[src/hdl/image_block_downscaler_assert.svh]
// Assertion macros shared by the downscaler modules.
// Each macro expects i_clk and i_rst_n in the scope where it is used.
`ifndef IMAGE_BLOCK_DOWNSCALER_ASSERT_SVH
`define IMAGE_BLOCK_DOWNSCALER_ASSERT_SVH

// Consequent must hold in the same cycle as the antecedent.
`define IBD_ASSERT_SAME(label, ante, cons, msg) \
    label: assert property (@(posedge i_clk) disable iff (!i_rst_n) (ante) |-> (cons)) \
        else $error(msg);

// Consequent must hold in the cycle after the antecedent.
`define IBD_ASSERT_NEXT(label, ante, cons, msg) \
    label: assert property (@(posedge i_clk) disable iff (!i_rst_n) (ante) |=> (cons)) \
        else $error(msg);

`endif

[src/hdl/ibd_pkg.sv]
package ibd_pkg;

    localparam int unsigned FACTOR_W = 5;
    localparam int unsigned SIZE_REG_W = 13;
    localparam int unsigned SUM_W = 16;
    localparam int unsigned ENTRY_W = 3 * SUM_W;

    // Reciprocal of the block divisor, scaled by 2**RECIP_K and rounded up.
    // For any 16-bit sum and a divisor below 1024 the top bits of the
    // product give the exact truncated quotient.
    localparam int unsigned RECIP_K = 26;
    localparam int unsigned RECIP_W = RECIP_K + 1;
    localparam int unsigned RECIP_ONE = 2 ** RECIP_K;
    localparam int unsigned PROD_W = SUM_W + RECIP_W;

    // Indexed by the clamped factor; the Gaussian factor divides by 16.
    localparam logic [RECIP_W-1:0] RECIP [32] = '{
        RECIP_W'(RECIP_ONE),
        RECIP_W'(RECIP_ONE),
        RECIP_W'((RECIP_ONE + 3) / 4),
        RECIP_W'((RECIP_ONE + 15) / 16),
        RECIP_W'((RECIP_ONE + 15) / 16),
        RECIP_W'((RECIP_ONE + 24) / 25),
        RECIP_W'((RECIP_ONE + 35) / 36),
        RECIP_W'((RECIP_ONE + 48) / 49),
        RECIP_W'((RECIP_ONE + 63) / 64),
        RECIP_W'((RECIP_ONE + 80) / 81),
        RECIP_W'((RECIP_ONE + 99) / 100),
        RECIP_W'((RECIP_ONE + 120) / 121),
        RECIP_W'((RECIP_ONE + 143) / 144),
        RECIP_W'((RECIP_ONE + 168) / 169),
        RECIP_W'((RECIP_ONE + 195) / 196),
        RECIP_W'((RECIP_ONE + 224) / 225),
        RECIP_W'((RECIP_ONE + 255) / 256),
        RECIP_W'((RECIP_ONE + 288) / 289),
        RECIP_W'((RECIP_ONE + 323) / 324),
        RECIP_W'((RECIP_ONE + 360) / 361),
        RECIP_W'((RECIP_ONE + 399) / 400),
        RECIP_W'((RECIP_ONE + 440) / 441),
        RECIP_W'((RECIP_ONE + 483) / 484),
        RECIP_W'((RECIP_ONE + 528) / 529),
        RECIP_W'((RECIP_ONE + 575) / 576),
        RECIP_W'((RECIP_ONE + 624) / 625),
        RECIP_W'((RECIP_ONE + 675) / 676),
        RECIP_W'((RECIP_ONE + 728) / 729),
        RECIP_W'((RECIP_ONE + 783) / 784),
        RECIP_W'((RECIP_ONE + 840) / 841),
        RECIP_W'((RECIP_ONE + 899) / 900),
        RECIP_W'((RECIP_ONE + 960) / 961)
    };

    // 3x3 Gaussian kernel, row-major.
    localparam logic [2:0] GAUSS_W [9] = '{
        3'd1, 3'd2, 3'd1,
        3'd2, 3'd4, 3'd2,
        3'd1, 3'd2, 3'd1
    };

    localparam int unsigned QDEPTH = 4;
    localparam int unsigned QAW = 2;

    typedef enum logic [1:0] {
        REG_SCALE_FACTOR,
        REG_IN_WIDTH,
        REG_IN_HEIGHT,
        REG_COLOR_MODE
    } t_reg_idx;

    typedef enum logic [1:0] {
        DIV_IDLE,
        DIV_LOAD,
        DIV_RUN,
        DIV_DONE
    } t_div_state;

    typedef struct packed {
        logic [7:0] red;
        logic [7:0] green;
        logic [7:0] blue;
        logic [2:0] weight;
        logic       first;
        logic       emit;
        logic       eol;
        logic       eoi;
    } t_px_cmd;

    typedef struct packed {
        logic [FACTOR_W-1:0] factor;
        logic                gauss;
        logic                rgb;
        logic                busy;
    } t_cfg_ctl;

    // Remainder modulo 3 of a 5-bit value; powers of two alternate 1, 2 mod 3.
    function automatic logic [1:0] mod3(input logic [4:0] x);
        logic [2:0] s;
        s = 3'(x[0]) + 3'({x[1], 1'b0}) + 3'(x[2]) + 3'({x[3], 1'b0}) + 3'(x[4]);
        if (s >= 3'd6) begin
            mod3 = 2'(s - 3'd6);
        end else if (s >= 3'd3) begin
            mod3 = 2'(s - 3'd3);
        end else begin
            mod3 = s[1:0];
        end
    endfunction

endpackage

[src/hdl/ibd_fifo.sv]
module ibd_fifo #(
    parameter int unsigned WIDTH = 44
) (
    input  logic             i_clk,
    input  logic             i_rst_n,
    input  logic             i_push,
    input  logic [WIDTH-1:0] i_data,
    output logic             o_full,
    input  logic             i_pop,
    output logic             o_valid,
    output logic [WIDTH-1:0] o_data
);

    localparam int unsigned AW = ibd_pkg::QAW;
    localparam int unsigned DEPTH = ibd_pkg::QDEPTH;

    logic [WIDTH-1:0] r_slot [DEPTH];
    logic [AW-1:0]    r_wp;
    logic [AW-1:0]    r_rp;
    logic [AW:0]      r_cnt;
    logic             do_push;
    logic             do_pop;

    assign o_full  = (r_cnt == (AW+1)'(DEPTH));
    assign o_valid = (r_cnt != '0);
    assign o_data  = r_slot[r_rp];
    assign do_push = i_push && !o_full;
    assign do_pop  = i_pop && o_valid;

    always_ff @(posedge i_clk) begin
        if (do_push) begin
            r_slot[r_wp] <= i_data;
        end
    end

    always_ff @(posedge i_clk) begin
        if (!i_rst_n) begin
            r_wp  <= '0;
            r_rp  <= '0;
            r_cnt <= '0;
        end else begin
            if (do_push) begin
                r_wp <= r_wp + AW'(1);
            end
            if (do_pop) begin
                r_rp <= r_rp + AW'(1);
            end
            if (do_push && !do_pop) begin
                r_cnt <= r_cnt + (AW+1)'(1);
            end else if (do_pop && !do_push) begin
                r_cnt <= r_cnt - (AW+1)'(1);
            end
        end
    end

endmodule

[config.mk]
export PLATFORM = sky130hd
export DESIGN_NAME = ibd_fifo
export DESIGN_NICKNAME = d
export VERILOG_FILES = /design/src/hdl/image_block_downscaler_assert.svh /design/src/hdl/ibd_pkg.sv /design/src/hdl/ibd_fifo.sv
export SDC_FILE = /design/constraint.sdc
export NUM_CORES = 1
export LEC_CHECK = 0
export ABC_AREA = 1
export BUFFER_PORTS_ARGS = -buffer_cell sky130_fd_sc_hd__buf_2
export CAP_MARGIN = 20
export CORE_MARGIN = 2
export CORE_UTILIZATION = 35
export CTS_CLUSTER_SIZE = 24
export DETAILED_ROUTE_END_ITERATION = 8
export PLACE_DENSITY = 0.54
export SYNTH_ARGS = -nofsm -noshare
export SYNTH_HDL_FRONTEND = slang
export SYNTH_SLANG_ARGS = --single-unit
[constraint.sdc]
create_clock -name i_clk -period 4.3 [get_ports i_clk]
set_clock_uncertainty 0.1 [all_clocks]
set_input_delay 0.86 -clock i_clk [delete_from_list [all_inputs] [get_ports i_clk]]
set_output_delay 0.86 -clock i_clk [all_outputs]
set_load 0.005 [all_outputs]
# --- Yosys cells after proc, flatten, opt, wreduce, memory -nomap -nowiden ---
# Memories as Yosys holds them, arrays and structs flattened. A register that Yosys moved wholly into a read port is not among the register bits.
# Index checks and enable logic that the tools add are counted.
word_totals:
  mem_count: 1
  ram_bits: 176
  elab_cells: 24
  output_inout_bits: 46
  reg_bits: 7
classes:
  add_sub_neg: 4
  reduce_logical: 9
  muxes: 6
  eq_ne: 1
memory_table:
  columns: ["name", "words", "width", "read_ports", "rd_clocked_by_memory_dff", "write_ports", "line_no", "source"]
  rows:
  - ["r_slot", 4, 44, 1, 1, 1, "ibd_fifo.sv:17", "logic [WIDTH-1:0] r_slot [DEPTH];"]
ops:
  columns: ["cell", "count"]
  rows:
  - ["3-bit 2-to-1 mux", 2]
  - ["2-bit by 1-bit adder with 2-bit output (second input constant)", 2]
  - ["1-bit logical AND", 4]
  - ["2-bit 2-to-1 mux", 2]
  - ["3-bit by 1-bit adder with 3-bit output (second input constant)", 1]
  - ["3-bit == test (second input constant)", 1]
  - ["1-bit zero test", 3]
  - ["3-bit nonzero test", 1]
  - ["3-bit by 1-bit subtractor with 3-bit output (second input constant)", 1]
  - ["1-bit 2-to-1 mux", 2]
  - ["2-bit nonzero test", 1]

# --- Depth between registers and ports, before layout ---
# Gate-level depths: netlist (run 1).
logic_depth:
  depth_word: 7
  mapped_depth: 13

# --- Worst setup path after synthesis (run 1) ---
# Ideal clock, no wire load.
synth_timing:
  kind: "input port to flip-flop"
  from: "input port i_push"
  to: "memory r_slot[0][0] (enable)"
  cell_stages: 2
  n_path_buf: 0
  setup_time_ns: 0.446
  setup_slack_ns: 0.933
  required_time_ns: 3.754
  t_arrival_ns: 2.821
  cell_sequence: "nand2_1 nor2_1"
synth_between:
  elab_chain_len: 3
synth_rtl:
  columns: ["element", "line_no", "source"]
  rows:
  - ["start: declaration", "ibd_fifo.sv:6", "input logic i_push,"]
  - ["1-bit logical AND", "ibd_fifo.sv:27", "assign do_push = i_push && !o_full;"]
  - ["1-bit 2-to-1 mux", "ibd_fifo.sv:31", "if (do_push) begin"]
  - ["1-bit 2-to-1 mux (not written as such)", "ibd_fifo.sv:32", "r_slot[r_wp] <= i_data;"]
  - ["end: declaration", "ibd_fifo.sv:17", null]
# No other way between the ends.

==> results.py, run 1 <==
metrics = {
    "finish": {
        "fill_cells": 1892,
        "area_growth_pct": 19.5,
        "drive_gt1_share_pct": 26.3,
        "seq_area_um2": 5470,
        "multi_input_area_um2": 1410,
        "antenna_cells": 0,
        "nNetsFinal": 641,
    },
    "pwr": {
        "switching_share_pct": 28.5,
        "internal_power_uw": 3620,
        "clkPwrFrac_pct": 33.5,
        "power_switching_uw": 1440,
        "p_comb_share_pct": 21.3,
        "p_seq_share_pct": 45.2,
        "leakagePower_uw": 0.00297,
        "peakVddDrop_mv": 0.300,
        "pwr_density_cell_nw_per_um2": 597,
    },
    "synth": {
        "netlist_instances": 494,
        "yosysUniqueCellTypes": 23,
        "synth_area_per_cell_um2": 14.4,
        "synth_area_um2": 7090,
        "ys_ff_latch": 185,
        "synth_ff_type": "edfxtp_1",
        "syn_nets": 548,
        "synth_edf_count": 176,
        "ys_async_sr_fraction_pct": 0,
        "ys_seq_area_share_pct": 77.1,
        "ys_warn_count": 0,
    },
    "min_path": {
        "holdCritStartpoint": "r_rp[1]$_SDFFE_PN0P_",
        "hold_path_class": "reg -> reg",
        "hold_depth": 2,
    },
    "clock_network": {
        "post_cts_resized": 0,
        "htreeDepth": 4,
        "cts_buffer_depth": 2,
        "path_clk_slew_ps": 70,
        "cts_buffers": 17,
        "cts_hold_buf": 0,
        "cts.sinks": 185,
        "clk_latency_ps": 430,
        "postCtsSetupRepairBufs": 0,
        "root_buffer": "clkbuf_16",
        "cts_tree": "built",
    },
    "run": {
        "drv_cap": 0,
    },
    "detailed_routing": {
        "drt_wl_total_um": 15100,
        "ant_nets": 0,
        "vias": 4239,
        "dr.pass1.iters": 4,
        "drcViolationCount": 0,
        "routedWlPerCell_um": 17.3,
        "first_iter_violations": 338,
        "routed_via_density": 4.87,
    },
    "global_route": {
        "antenna_found_initial": 1,
        "overflow": 0,
        "grt_pass1_vias": 4213,
        "grt_pass1_wl_um": 23300,
        "grt_use_total_pct": 14.4,
        "grt_max_degree": 89,
    },
    "timing": {
        "fin_tns_setup_ps": 0,
        "relSlewSlack_pct": 41.9,
        "hold_viol": 0,
        "slew_violations": 0,
        "fmax_mhz": 315,
        "rsz0062_at_grt": "false",
        "fin_ws_ps": 1130,
        "fin_crit_sh_pct": 73.8,
        "worst_pin_slew_ps": 871,
        "setup_violations": 0,
        "period_needed_ps": 3170,
    },
    "setup_path": {
        "crit_required_ps": 3340,
        "timing.rr.end": "r_cnt[1]$_SDFFE_PN0P_",
        "cp_cell_sequence": "buf_4 -> o21ai_0 -> o22ai_1 -> buf_2",
        "crit_fanout": 50,
        "crit_type": "reg -> out",
        "critPathMaxStageDelay_ps": 680,
        "cp-start-kind": "flip-flop",
        "arrival_ps": 2210,
        "cp_num_buf_inv": 2,
        "cp_slowest_cell": "dfxtp_4",
        "critPathTopFamily": "flip-flops",
        "r2r-start": "r_cnt[0]$_SDFFE_PN0P_",
        "reg2reg_depth": 9,
        "regToRegSetupSlack_ps": 1960,
        "end_kind": "primary output",
    },
    "floorplan": {
        "initial_core_util_pct": 35.4,
        "die_x_um": 146,
        "boundaryPins": 94,
        "core-area_um2": 20000,
        "num_rows": 52,
        "die_h_um": 146,
        "die-area_um2": 21400,
    },
    "placed_design": {
        "port_buffers": 93,
        "place_congestion": 0.702,
        "place_hpwl_um": 8680,
        "pre_cts_ws_ps": 1540,
    },
    "status": {
        "status": "finished clean",
    },
}
Yosys cell counts (2+ instances only):
cell,instances,area share [%]
a21oi_1,3,0.21
nand2_1,15,0.79
clkbuf_2,3,0.21
buf_2,18,1.3
buf_8,2,0.42
o22ai_2,10,1.8
dfxtp_1,9,2.5
nor2_1,92,4.9
o22ai_1,34,3.0
nor2_2,10,0.88
o21ai_0,82,5.8
o21ai_1,7,0.49
buf_6,3,0.48
nand3_1,4,0.28
ha_1,5,0.88
edfxtp_1,176,75
inv_1,15,0.79
layout by cell type, fill, tap and decap left out, types with 7 or more instances in the layout:
cell type,count
o21ai_1,7
nand2_1,15
edfxtp_1,176
inv_1,15
buf_4,7
dfxtp_1,7
nor2_1,88
clkbuf_16,17
buf_2,93
nor2_2,10
o22ai_1,34
o21ai_0,82
o22ai_2,10
kinds of logic after synthesis:
logic type / Yosys count / synth area share [%]
flip-flops: 185 / 77.1
AO/OA/AOI/OAI: 136 / 11.3
AND/OR/NAND/NOR: 122 / 6.93
buffers and inverters: 44 / 3.46
adder cells (fa/ha/maj): 6 / 1.16
XOR/XNOR: 1 / 0.124
power by group through the flow:
stage | registers, µW | clock network (µW) | logic, µW
2_1_floorplan | 2280 | 0 | 704
3_3_place_gp | 2320 | 0 | 1080
3_5_place_dp | 2330 | 0 | 1110
4_1_cts | 2290 | 1730 | 1110
5_1_grt | 2310 | 1800 | 1210
6_report | 2290 | 1690 | 1080
final cells by class:
class | count | share of cell area (%)
Clock inverter | 13 | 2.55
Sequential cell | 185 | 64.5
Inverter | 17 | 0.812
Clock buffer | 19 | 5.11
Tap cell | 270 | 3.99
Timing Repair Buffer | 101 | 6.35
Multi-Input combinational cell | 265 | 16.7
metal layers:
metal / part of all wire, % / wire (µm) / track usage [%] / vias to the layer above
met3: 4.8 / 721 / 3.53 / 16
met1: 43 / 6440 / 17.6 / 2107
met4: 1.2 / 178 / 5.34 / 2
li1: - / - / - / 2013
met2: 51 / 7710 / 25.0 / 101
met5: 0.073 / 11 / 0 / -
worst max-delay path by stage:
stage               cells after the start  startpoint                      to
floorplan                               2      i_push  r_slot[0][0]$_DFFE_PP_
global placement                        4   flip-flop              o_data[36]
detailed placement                      4   flip-flop              o_data[36]
CTS                                     4   flip-flop              o_data[36]
global route                            4   flip-flop              o_data[36]
finish                                  4   flip-flop              o_data[36]
metrics by stage:
step	hold WS, ps	util [%]	total power, µW	cells	instance area [µm²]
global placement	376	39.1	3400	838	7830
finish	401	42.3	5060	870	8480
detailed placement	390	39.1	3430	838	7830
floorplan	365	-	2990	494	7090
global route	423	42.3	5320	870	8480
CTS	401	42.3	5130	870	8480
registers in the layout (all words and copies together) (netlist names), named ones only:
| signal | count |
|---|---|
| r_cnt | 3 |
| r_wp | 2 |
| r_rp | 2 |
| r_slot | 176 |
worst reg2reg max path, cell delays in order, from the launching register on:
cell     delay (ps)
dfxtp_1         350
nor2_1          140
nand2_1         130
nand2_1         340
inv_1           170
ha_1            250
inv_1           100
fa_1            410
o21ai_0         180
nor2_1           70
No activity file was read; power rests on OpenSTA's default activity.
==> run 2: changes to the inputs <==
--- a/config.mk
+++ b/config.mk
@@ -12,7 +12,7 @@
 export CORE_UTILIZATION = 35
 export CTS_CLUSTER_SIZE = 24
 export DETAILED_ROUTE_END_ITERATION = 8
-export PLACE_DENSITY = 0.54
+export PLACE_DENSITY = 0.56
 export SYNTH_ARGS = -nofsm -noshare
 export SYNTH_HDL_FRONTEND = slang
 export SYNTH_SLANG_ARGS = --single-unit
==> constraint.sdc (replaced) <==
create_clock -name i_clk -period 2.75 [get_ports i_clk]
set_clock_uncertainty 0.1 [all_clocks]
set_input_delay 0.55 -clock i_clk [delete_from_list [all_inputs] [get_ports i_clk]]
set_output_delay 0.55 -clock i_clk [all_outputs]
set_load 0.005 [all_outputs]
==> run 2 against run 1 <==
Effect of this change: routed wire length decreased by 0.68%; core utilization increased by 0.30 points; critical path type unchanged; first-iteration DRC count decreased by 1.2%; highest routed layer unchanged; combinational power increased by 65%; die area unchanged; clock power increased by 51%; count of clock-buffer cells in the layout decreased by 2; via count decreased by 0.38%; hold slack got worse by 160 ps; sequential power increased by 54%; setup slack got worse by 880 ps; design area increased by 0.71%.
==> results.py, run 2 (synthesis gave the netlist of run 1 again) <==
metrics = {
    "timing": {
        "fin_tns_setup_ps": 0,
        "slew_violations": 0,
        "worst_pin_slew_ps": 454,
        "rsz0062_at_grt": "false",
        "hold_viol": 0,
        "setup_violations": 0,
        "relSlewSlack_pct": 69.7,
        "fin_hold_ws_ps": 244,
        "period_needed_ps": 2500,
        "fmax_mhz": 399,
        "fin_crit_sh_pct": 91.1,
        "fin_ws_ps": 246,
    },
    "finish": {
        "layout_top_registers": "r_slot: 176 flops, r_cnt: 3 flops",
        "top_register": "r_slot",
        "fill_cells": 1870,
        "area_growth_pct": 20.4,
        "nNetsFinal": 643,
        "final_cell_mix": "edfxtp_1, buf_2, nor2_1, o21ai_0, o22ai_1",
        "instances_no_fill": 871,
        "fin_area_um2": 8540,
        "drive_gt1_share_pct": 26.8,
        "largest_register_ffs": 176,
        "final_common_cell": "edfxtp_1",
    },
    "detailed_routing": {
        "ant_nets": 0,
        "dr.pass1.iters": 4,
        "vias": 4223,
        "drcViolationCount": 0,
        "first_iter_violations": 334,
        "routed_via_density": 4.85,
        "drt_wl_total_um": 15000,
        "routedWlPerCell_um": 17.2,
    },
    "pwr": {
        "leakagePower_uw": 0.00299,
        "peakVddDrop_mv": 0.423,
        "pwr_density_cell_nw_per_um2": 922,
    },
    "floorplan": {
        "initial_core_util_pct": 35.4,
        "core-area_um2": 20000,
        "num_rows": 52,
        "die_h_um": 146,
        "die-area_um2": 21400,
        "die_x_um": 146,
        "boundaryPins": 94,
    },
    "min_path": {
        "min_to": "r_slot[0][0]$_DFFE_PP_",
        "holdCritStartpoint": "i_data[0]",
        "hold_depth": 1,
        "hold_path_class": "in -> reg",
    },
    "setup_path": {
        "cp_slowest_cell": "dfxtp_4",
        "crit_type": "reg -> out",
        "critPathMaxStageDelay_ps": 360,
        "regToRegSetupSlack_ps": 800,
        "end_kind": "primary output",
        "r2r-start": "r_cnt[0]$_SDFFE_PN0P_",
        "crit_required_ps": 2100,
        "arrival_ps": 1850,
        "reg2reg_depth": 13,
        "cp_cell_sequence": "inv_6 -> buf_4 -> o21ai_0 -> o22ai_1 -> buf_2",
        "cp-start-kind": "flip-flop",
        "timing.rr.end": "r_cnt[2]$_SDFFE_PN0P_",
        "crit_fanout": 60,
    },
    "global_route": {
        "grt_use_total_pct": 14.3,
        "overflow": 0,
        "grt_pass1_vias": 4384,
        "grt_pass1_wl_um": 23300,
        "antenna_found_initial": 2,
        "grt_max_degree": 89,
    },
    "status": {
        "status": "finished clean",
    },
    "placed_design": {
        "pre_cts_ws_ps": 655,
        "placedCellCount": 840,
        "placed_cell_area_um2": 7920,
        "place_congestion": 0.705,
        "place_hpwl_um": 8430,
        "port_buffers": 93,
    },
    "clock_network": {
        "cts_tree": "built",
        "cts.sinks": 185,
        "cts_buffers": 17,
        "path_clk_slew_ps": 70,
        "root_buffer": "clkbuf_16",
        "postCtsSetupRepairBufs": 0,
        "htreeDepth": 4,
        "clk_latency_ps": 410,
        "cts_hold_buf": 0,
        "post_cts_resized": 0,
        "cts_buffer_depth": 2,
    },
    "run": {
        "drv_cap": 0,
    },
}
==> run 2: layout make-up <==
type / count / area, µm² / share of cell area (%)
Timing Repair Buffer: 103 / 628 / 7.36
Clock inverter: 13 / 191 / 2.24
Tap cell: 270 / 338 / 3.96
Inverter: 17 / 68.8 / 0.806
Clock buffer: 17 / 425 / 4.98
Multi-Input combinational cell: 265 / 1410 / 16.5
Sequential cell: 185 / 5470 / 64.1
Antenna cell: 1 / 2.50 / 0.0293
==> run 2: per-stage QoR <==
stage	util, %	total power (µW)
2_1_floorplan	-	4670
6_report	42.6	7870
5_1_grt	42.6	8280
4_1_cts	42.6	7990
3_5_place_dp	39.5	5420
3_3_place_gp	39.5	5370
==> run 2: worst max-delay path, delay by kind of cell, from the launching register on <==
kind / cells / cell delay [ps]
compound gates: 2 / 260
buf+inv: 3 / 790
flops: 1 / 360
==> run 2: routing by layer <==
layer | vias to the layer above | share of wire, % | GRT usage, %
met1 | 2097 | 43 | 16.8
li1 | 2016 | - | -
met4 | 2 | 2.1 | 6.12
met2 | 89 | 51 | 24.8
met3 | 19 | 3.5 | 3.59
met5 | - | 0.087 | 0
==> run 2: where the power goes <==
| part | switching, µW | internal, µW |
|---|---|---|
| Sequential | 103 | 3430 |
| Combinational | 1120 | 664 |
| Clock | 1030 | 1530 |
| Total | 2250 | 5620 |
==> run 2: how the worst max path moves through the flow <==
stage | from | to | slack [ps]
5_1_grt | flip-flop | o_data[21] | 110
3_5_place_dp | flip-flop | o_data[21] | 660
3_3_place_gp | flip-flop | o_data[21] | 660
4_1_cts | flip-flop | o_data[21] | 190
6_report | flip-flop | o_data[21] | 250
2_1_floorplan | i_push | r_slot[0][0]$_DFFE_PP_ | -310
==> run 3: changes to the inputs <==
--- a/config.mk
+++ b/config.mk
@@ -8,11 +8,13 @@
 export ABC_AREA = 1
 export BUFFER_PORTS_ARGS = -buffer_cell sky130_fd_sc_hd__buf_2
 export CAP_MARGIN = 20
+export CORE_ASPECT_RATIO = 0.5
 export CORE_MARGIN = 2
 export CORE_UTILIZATION = 35
 export CTS_CLUSTER_SIZE = 24
 export DETAILED_ROUTE_END_ITERATION = 8
 export PLACE_DENSITY = 0.56
+export SKIP_CTS_REPAIR_TIMING = 1
 export SYNTH_ARGS = -nofsm -noshare
 export SYNTH_HDL_FRONTEND = slang
 export SYNTH_SLANG_ARGS = --single-unit
==> run 3 against run 2 <==
Effect of this change: register-to-register slack got worse by 320 ps; critical endpoint is now o_data[37]; sequential share of layout area increased by 0.33 points; count of clock-buffer cells in the layout increased by 1; flip-flop and latch count unchanged; critical path depth decreased by 1; largest power group unchanged; power decreased by 2.9%; largest cell class unchanged; setup slack got worse by 5.8 ps; hold slack got worse by 2.9 ps; fmax decreased by 0.23%.
==> results.py, run 3 (synthesis gave the netlist of run 1 again) <==
metrics = {
    "global_route": {
        "antenna_found_initial": 1,
        "grt_pass1_vias": 4050,
        "grt_util_met1_pct": 18.5,
        "use_met3_pct": 3.90,
        "grt_use_total_pct": 14.0,
        "grt_pass1_wl_um": 22500,
        "busiest_layer": "met2",
        "grt_max_degree": 45,
        "met2_usage_pct": 22.9,
        "overflow": 0,
    },
    "setup_path": {
        "crit_type": "reg -> out",
        "end_kind": "primary output",
        "cp_slowest_cell": "dfxtp_4",
        "r2r-start": "r_cnt[0]$_SDFFE_PN0P_",
        "arrival_ps": 1860,
        "crit_required_ps": 2100,
        "timing.rr.end": "r_cnt[1]$_SDFFE_PN0P_",
        "cp_cell_sequence": "buf_4 -> o21ai_0 -> o22ai_1 -> buf_2",
        "reg2reg_depth": 9,
        "regToRegSetupSlack_ps": 480,
        "crit_fanout": 28,
        "endpoint": "o_data[37]",
        "critPathMaxStageDelay_ps": 530,
        "cp-start-kind": "flip-flop",
    },
    "min_path": {
        "hold_path_class": "in -> reg",
    },
    "run": {
        "drv_cap": 0,
    },
    "finish": {
        "seq_area_um2": 5470,
        "largest_register_ffs": 176,
        "fin_util_pct": 43.2,
        "drive_gt1_share_pct": 26.7,
        "nNetsFinal": 646,
        "final_cell_mix": "edfxtp_1, buf_2, nor2_1, o21ai_0, o22ai_1",
        "top_register": "r_slot",
        "fill_cells": 1831,
        "area_growth_pct": 19.7,
        "final_common_cell": "edfxtp_1",
        "multi_input_area_um2": 1410,
        "antenna_cells": 0,
        "layout_top_registers": "r_slot: 176 flops, r_cnt: 3 flops",
    },
    "clock_network": {
        "clk_latency_ps": 420,
        "cts_tree": "built",
        "cts_buffers": 17,
        "htreeDepth": 4,
        "root_buffer": "clkbuf_16",
        "cts.sinks": 185,
        "path_clk_slew_ps": 70,
        "cts_buffer_depth": 2,
    },
    "detailed_routing": {
        "routed_via_density": 4.78,
        "dr.pass1.iters": 4,
        "drt_wl_total_um": 14700,
        "drcViolationCount": 0,
        "ant_nets": 0,
        "first_iter_violations": 217,
        "vias": 4157,
        "routedWlPerCell_um": 16.9,
    },
    "timing": {
        "fmax_mhz": 398,
        "period_needed_ps": 2510,
        "hold_viol": 0,
        "relSlewSlack_pct": 65.8,
        "fin_crit_sh_pct": 91.3,
        "setup_violations": 0,
        "slew_violations": 0,
        "fin_hold_ws_ps": 241,
        "rsz0062_at_grt": "false",
        "worst_pin_slew_ps": 514,
    },
    "floorplan": {
        "boundaryPins": 94,
        "initial_core_util_pct": 36.1,
        "core-area_um2": 19600,
        "num_rows": 36,
        "die_h_um": 105,
        "die-area_um2": 21500,
        "die_x_um": 205,
    },
    "pwr": {
        "p_total_uw": 7640,
        "peakVddDrop_mv": 0.448,
        "pwr_density_cell_nw_per_um2": 900,
        "leakagePower_uw": 0.00297,
    },
    "status": {
        "status": "finished clean",
    },
    "placed_design": {
        "place_congestion": 0.722,
        "port_buffers": 93,
        "place_hpwl_um": 8750,
    },
}
[run 3: cell count changes in the layout (fill, tap and decap cells not counted), sizes merged]
cell / delta
bufinv: -2
clkbuf: +1
clkinvlp: +2
buf: +3
clkinv: +3
diode: -1
inv: -4
[run 3: final cells by class]
type	instances	area share (%)
well taps	266	3.92
inverters	17	0.810
flip-flops and latches	185	64.4
repair buffers	106	7.66
clock buffers	18	5.05
multi-input cells	265	16.6
clock inverters	12	1.52
[run 3: worst min-delay path by stage]
stage | slack (ps) | endpoint | startpoint | cells past startpoint
finish | 240 | r_slot[0][26]$_DFFE_PP_ | i_data[26] | 1
floorplan | 360 | flip-flop | r_rp[1]$_SDFFE_PN0P_ | 2
CTS | 220 | r_slot[0][39]$_DFFE_PP_ | i_data[39] | 1
detailed placement | 390 | flip-flop | r_rp[1]$_SDFFE_PN0P_ | 2
global placement | 390 | r_rp[0]$_SDFFE_PN0P_ | r_rp[0]$_SDFFE_PN0P_ | 2
global route | 220 | r_slot[1][9]$_DFFE_PP_ | i_data[9] | 1
[run 3: worst max-delay path, delay by kind of cell (launching register included)]
kind / cells / cell delay, ps
AO/OA/AOI/OAI: 2 / 390
buffers and inverters: 2 / 520
flip-flops: 1 / 530
[run 3: report_power, final]
part	internal [µW]	switching [µW]
clock	1320	984
sequential	3430	116
combinational	683	1110
[run 3: per-stage QoR]
stage | cells | instance area (µm²) | setup TNS (ps) | setup slack [ps]
after global routing | 869 | 8490 | 0 | 73.1
after detailed placement | 839 | 7930 | 0 | 439
final | 869 | 8490 | 0 | 240
after floorplan | 494 | 7090 | -53970 | -307
after global placement | 839 | 7930 | 0 | 516
after CTS | 869 | 8490 | 0 | 175
[run 3: metal layers]
layer  wire [µm]  vias to the layer above
met1        6920                     2074
met4         131                        2
met3         443                       12
met2        7140                       49
met5          13                        -
li1            -                     2020
